==> src/rtl/pngcp_ram.sv <==
module pngcp_ram #(
  parameter int WIDTH = 8,
  parameter int DEPTH = 256
) (
  input  logic                             clk,
  input  logic                             we,
  input  logic [$clog2(DEPTH > 1 ? DEPTH : 2)-1:0] waddr,
  input  logic [WIDTH-1:0]                 wdata,
  input  logic                             re,
  input  logic [$clog2(DEPTH > 1 ? DEPTH : 2)-1:0] raddr,
  output logic [WIDTH-1:0]                 rdata
);

  logic [WIDTH-1:0] mem [DEPTH];

  always_ff @(posedge clk) begin
    if (we) begin
      mem[waddr] <= wdata;
    end
    if (re) begin
      rdata <= mem[raddr];
    end
  end

endmodule

==> config.mk <==
export PLATFORM = sky130hd
export DESIGN_NAME = pngcp_ram
export DESIGN_NICKNAME = d
export VERILOG_FILES = /design/src/rtl/pngcp_ram.sv
export SDC_FILE = /design/constraint.sdc
export NUM_CORES = 2
export LEC_CHECK = 0
export BUFFER_PORTS_ARGS = -buffer_cell sky130_fd_sc_hd__buf_4
export CAP_MARGIN = 15
export CELL_PAD_IN_SITES_DETAIL_PLACEMENT = 1
export CELL_PAD_IN_SITES_GLOBAL_PLACEMENT = 1
export CORE_MARGIN = 2
export CORE_UTILIZATION = 40
export CTS_BUF_LIST = sky130_fd_sc_hd__clkbuf_16
export DETAILED_ROUTE_END_ITERATION = 6
export GPL_TIMING_DRIVEN = 0
export PLACE_DENSITY_LB_ADDON = 0.1
export SYNTH_ARGS = -nofsm -noshare
export SYNTH_HDL_FRONTEND = slang
export SYNTH_SLANG_ARGS = --single-unit
==> constraint.sdc <==
create_clock -name clk -period 2.5 [get_ports clk]
set_input_delay 0.25 -clock clk [delete_from_list [all_inputs] [get_ports clk]]
set_output_delay 0.25 -clock clk [all_outputs]
set_load 0.01 [all_outputs]
* After elaboration in Yosys (flattened, before gate mapping) *
Memory sizes are Yosys's and may differ from the RTL's. A register that Yosys moved wholly into a read port is not among the register bits.
Cells that the tools add are included.

operators by class
  shifts and indexed selects = 0
  multiplexer cells = 2
  $mul = 0
  $add $sub $neg = 0
  equal/unequal tests = 0
  order comparisons = 0
  div/mod/pow operators = 0
  bitwise operators = 0
  reduce and logical (&&, ||, !) cells = 0

operator list
  cell               number
  1-bit two-way mux  2

storage, ports and cells
  input port bits = 27
  logic and storage cells = 3
  latch bits = 0
  bits in registers = 0
  bits in read-only memories = 0
  memories = 1
  RAM bits = 2,048

memory list
  memory  depth  width  rd ports  clocked after Yosys merged registers in  wr ports  RTL line  RTL
  mem     256    8      1         1                                        1         14        logic [WIDTH-1:0] mem [DEPTH];

* Longest topological paths before layout *
  depth after elaboration = 2
  mapped depth = 11
  mapped depth without buffers = 6

* Worst setup path after synthesis *
OpenSTA, ideal clock, no wires.

  path type = input to register
  from = input raddr[0] (netlist name)
  to = register rdata[2], read port of mem (data pin)
  cell stages on the path = 9
  path slack = 0.174 ns
  data arrival time = 2.057 ns
  data required time = 2.231 ns
  path through = buf_6 buf_12 buf_8 buf_2 mux4_2 a22oi_1 a21oi_1 nor4_1 nor4_2

RTL lines
  element             RTL line  RTL
  start: declaration  10        input logic [$clog2(DEPTH > 1 ? DEPTH : 2)-1:0] raddr,
  end: declaration    11        output logic [WIDTH-1:0] rdata

==> results.py <==
metrics = {
    "route": {
        "wl_per_cell_microns": 40.0,
        "ant_nets": 0,
        "drcViolationCount": 0,
        "drtIter0Drc": 5206,
        "vias_per_cell": 6.06,
        "num_vias": 41581,
        "first_pass_iters": 7,
        "finalWirelength_mm": 275,
    },
    "layout": {
        "stdcell_count": 6863,
        "final_util_pct": 46.9,
        "fin_nets": 4065,
        "drive_gt1_share_pct": 30.3,
        "area_growth_pct": 16.4,
    },
    "logic_synthesis": {
        "synth_edf_count": 2056,
        "netlist_area_sq_um": 79600,
        "yosysTopAreaCell": "edfxtp_1",
        "netlist_instances": 3733,
        "syn-num-nets": 3760,
        "synth_flop_cell": "edfxtp_1",
        "yosys_warnings": 0,
        "async_flop_share_pct": 0,
        "synth_top_area_share_pct": 77.5,
        "synth-seq-cells": 2056,
        "synth-seq-area-share_pct": 77.5,
        "synth_area_leaders": "edfxtp_1 (78%), mux4_2 (13%), mux2i_1 (1.7%)",
        "avgSynthCellArea_sq_um": 21.3,
        "yosysUniqueCellTypes": 54,
    },
    "cts": {
        "clkTransAtPathRegs_ns": 0.06,
        "cts_num_sinks": 2056,
        "clock_latency_ns": 0.88,
        "cts_tree": "done",
        "htreeDepth": 4,
        "numCtsBuffers": 216,
        "clk_path_buf_depth": 3,
        "cts_root_buf": "clkbuf_16",
    },
    "global_route": {
        "grt_pass1_vias": 42644,
        "grt_pass1_wl_mm": 372,
        "gr-total-overflow": 0,
        "grt_start_max_net_pins": 153,
        "antenna_found_initial": 23,
        "track_usage_pct": 27.1,
    },
    "sta": {
        "finalHoldViolCount": 0,
        "finalCritPeriodShare_pct": 112,
        "min_period_ns": 2.79,
        "relSlewSlack_pct": 17.0,
        "rsz0062_at_grt": "yes",
        "tns_ns": -7.66,
        "worst_slew_pin_slew_ns": 1.24,
        "final_max_slew_viol_count": 0,
        "postLayoutSetupSlackWorst_ns": -0.291,
        "setup_violations": 157,
        "fmax_ghz": 0.358,
        "finClkSkew_ns": 0.0316,
    },
    "worst_setup_path": {
        "path_buf_inv": 3,
        "critPathSlowestCell": "o32ai_2",
        "crit_required_ns": 3.13,
        "start_kind": "primary input",
        "cp_max_fo": 10,
        "slowest_delay_ns": 0.57,
        "cp.arrival_ns": 3.42,
        "setup.worst_path.end_class": "flop",
        "critical_path_class": "in2reg",
        "path_cells": "buf_2 -> buf_4 -> or2b_1 -> clkbuf_2 -> o221ai_1 -> a21oi_1 -> o32ai_2 -> nor3_4 -> nor4_4",
        "cpLargestDelayFamily": "compound AO/OA/AOI/OAI gates",
        "r2r_end": "rdata[5]",
        "r2r_setup_slack_ns": -0.19,
        "reg2regPathDepth": 6,
        "crit-reg2reg-launch": "mem[83][5]",
    },
    "floorplanning": {
        "initial_core_util_pct": 40.3,
        "die-height_microns": 450,
        "rows": 163,
        "fp.dieW_microns": 450,
        "die_area_sq_um": 203000,
        "ios": 35,
        "core_sq_um": 198000,
    },
    "status": {
        "status": "complete, but fails checks",
        "violations": "negative setup slack",
    },
    "power_and_ir_drop": {
        "peakVddDrop_mv": 0.556,
        "power_mw": 73.4,
        "leakage_nw": 28.5,
        "powerDensity_nw_per_um2": 791,
    },
    "hold_path": {
        "holdPathEnd": "rdata[5]",
        "hold_class": "in2reg",
        "min_path_cells": 2,
        "min-delay-start": "re",
    },
    "run": {
        "maxCapViolCount": 0,
    },
    "placement": {
        "gp_congestion": 0.902,
        "numPortBuffers": 27,
        "dp_cells": 6442,
        "dp_hpwl_mm": 183,
    },
}
[cell type report]
| cell class | instances | area [sq um] |
|---|---|---|
| inverter | 2 | 7.51 |
| fill | 17720 | 105000 |
| tap | 2640 | 3300 |
| multi-input combinational | 1442 | 18000 |
| buffer | 231 | 1870 |
| antenna | 10 | 25.0 |
| clock inverter | 176 | 1180 |
| sequential | 2056 | 61700 |
| clock buffer | 217 | 5430 |
| timing repair buffer | 89 | 1190 |
[layout by cell type (no fill, tap or decap), types with 33 or more instances in the layout]
| cell | n |
|---|---|
| edfxtp_1 | 2056 |
| mux4_2 | 455 |
| clkbuf_16 | 217 |
| mux2i_1 | 134 |
| a22oi_1 | 128 |
| nor2_2 | 120 |
| nor2_1 | 117 |
| a21oi_1 | 74 |
| buf_4 | 67 |
| clkinv_1 | 66 |
| inv_1 | 51 |
| o221ai_1 | 45 |
| nor2_4 | 45 |
| clkbuf_1 | 38 |
| buf_6 | 35 |
| clkinv_2 | 35 |
| clkbuf_4 | 34 |
| clkbuf_2 | 34 |
| nand2_1 | 33 |
[cell usage after synthesis, types with 28 or more instances]
master       n
a21oi_1     96
a22oi_1    133
buf_2       31
clkbuf_1   111
edfxtp_1  2056
mux2i_1    134
mux4_2     454
nand2_1     33
nand3_1     34
nor2_1     282
nor2b_1     31
o221ai_1    46
o22ai_1     28
[how the worst max path moves through the flow]
stage,start,endpoint,cells after the start
2_1_floorplan,raddr[0],rdata[2],9
3_3_place_gp,raddr[1],rdata[4],10
3_5_place_dp,raddr[2],rdata[5],9
4_1_cts,raddr[1],rdata[5],9
5_1_grt,mem[80][5],rdata[5],6
6_report,raddr[1],rdata[5],9
[cells by family (layout without fill, tap and decap cells)]
kind of cell	after synthesis	in the layout	synth area share, %
simple gates	466	466	2.63
compound gates	385	385	3.42
mux	591	591	14.6
flops	2056	2056	77.5
buf+inv	235	715	1.83
other cells	0	10	0
[power breakdown]
part           leakage (nW)  total (mW)  internal [mW]  switching (mW)
combinational          6.61        4.71           1.47            3.24
sequential             18.5        38.0           38.0          0.0208
clock                  3.44        30.6           16.9            13.7
total                  28.5        73.4           56.4            17.0
[flip-flops by register name, indices dropped and copies added, names as in the netlist]
signal,count
mem,2048
rdata,8
[metrics by stage]
stage	hold slack, ns	area (sq um)	setup WS [ns]
final	0.207	92700	-0.291
after global placement	0.529	83100	-3.52
after detailed placement	0.545	84000	-2.87
after CTS	0.160	92300	-0.129
after global routing	0.202	92700	-0.184
after floorplan	0.349	79600	0.174
[layer usage]
metal  GRT usage [%]  part of all wire [%]  routed length, microns
met5               0                 0.021                      59
met2            42.6                    47                  130000
met1            38.2                    42                  114000
met3            4.56                   7.4                   20300
met4            9.60                   3.9                   10700
[what timing repair did]
item,in CTS,in global routing
pin swaps,15,10
hold buffers,9,0
endpoints found under the hold margin,369,0
setup endpoints to repair,1234,688
buffers inserted,9,0
gates resized for setup,424,99
No activity file was read; power rests on OpenSTA's default activity.
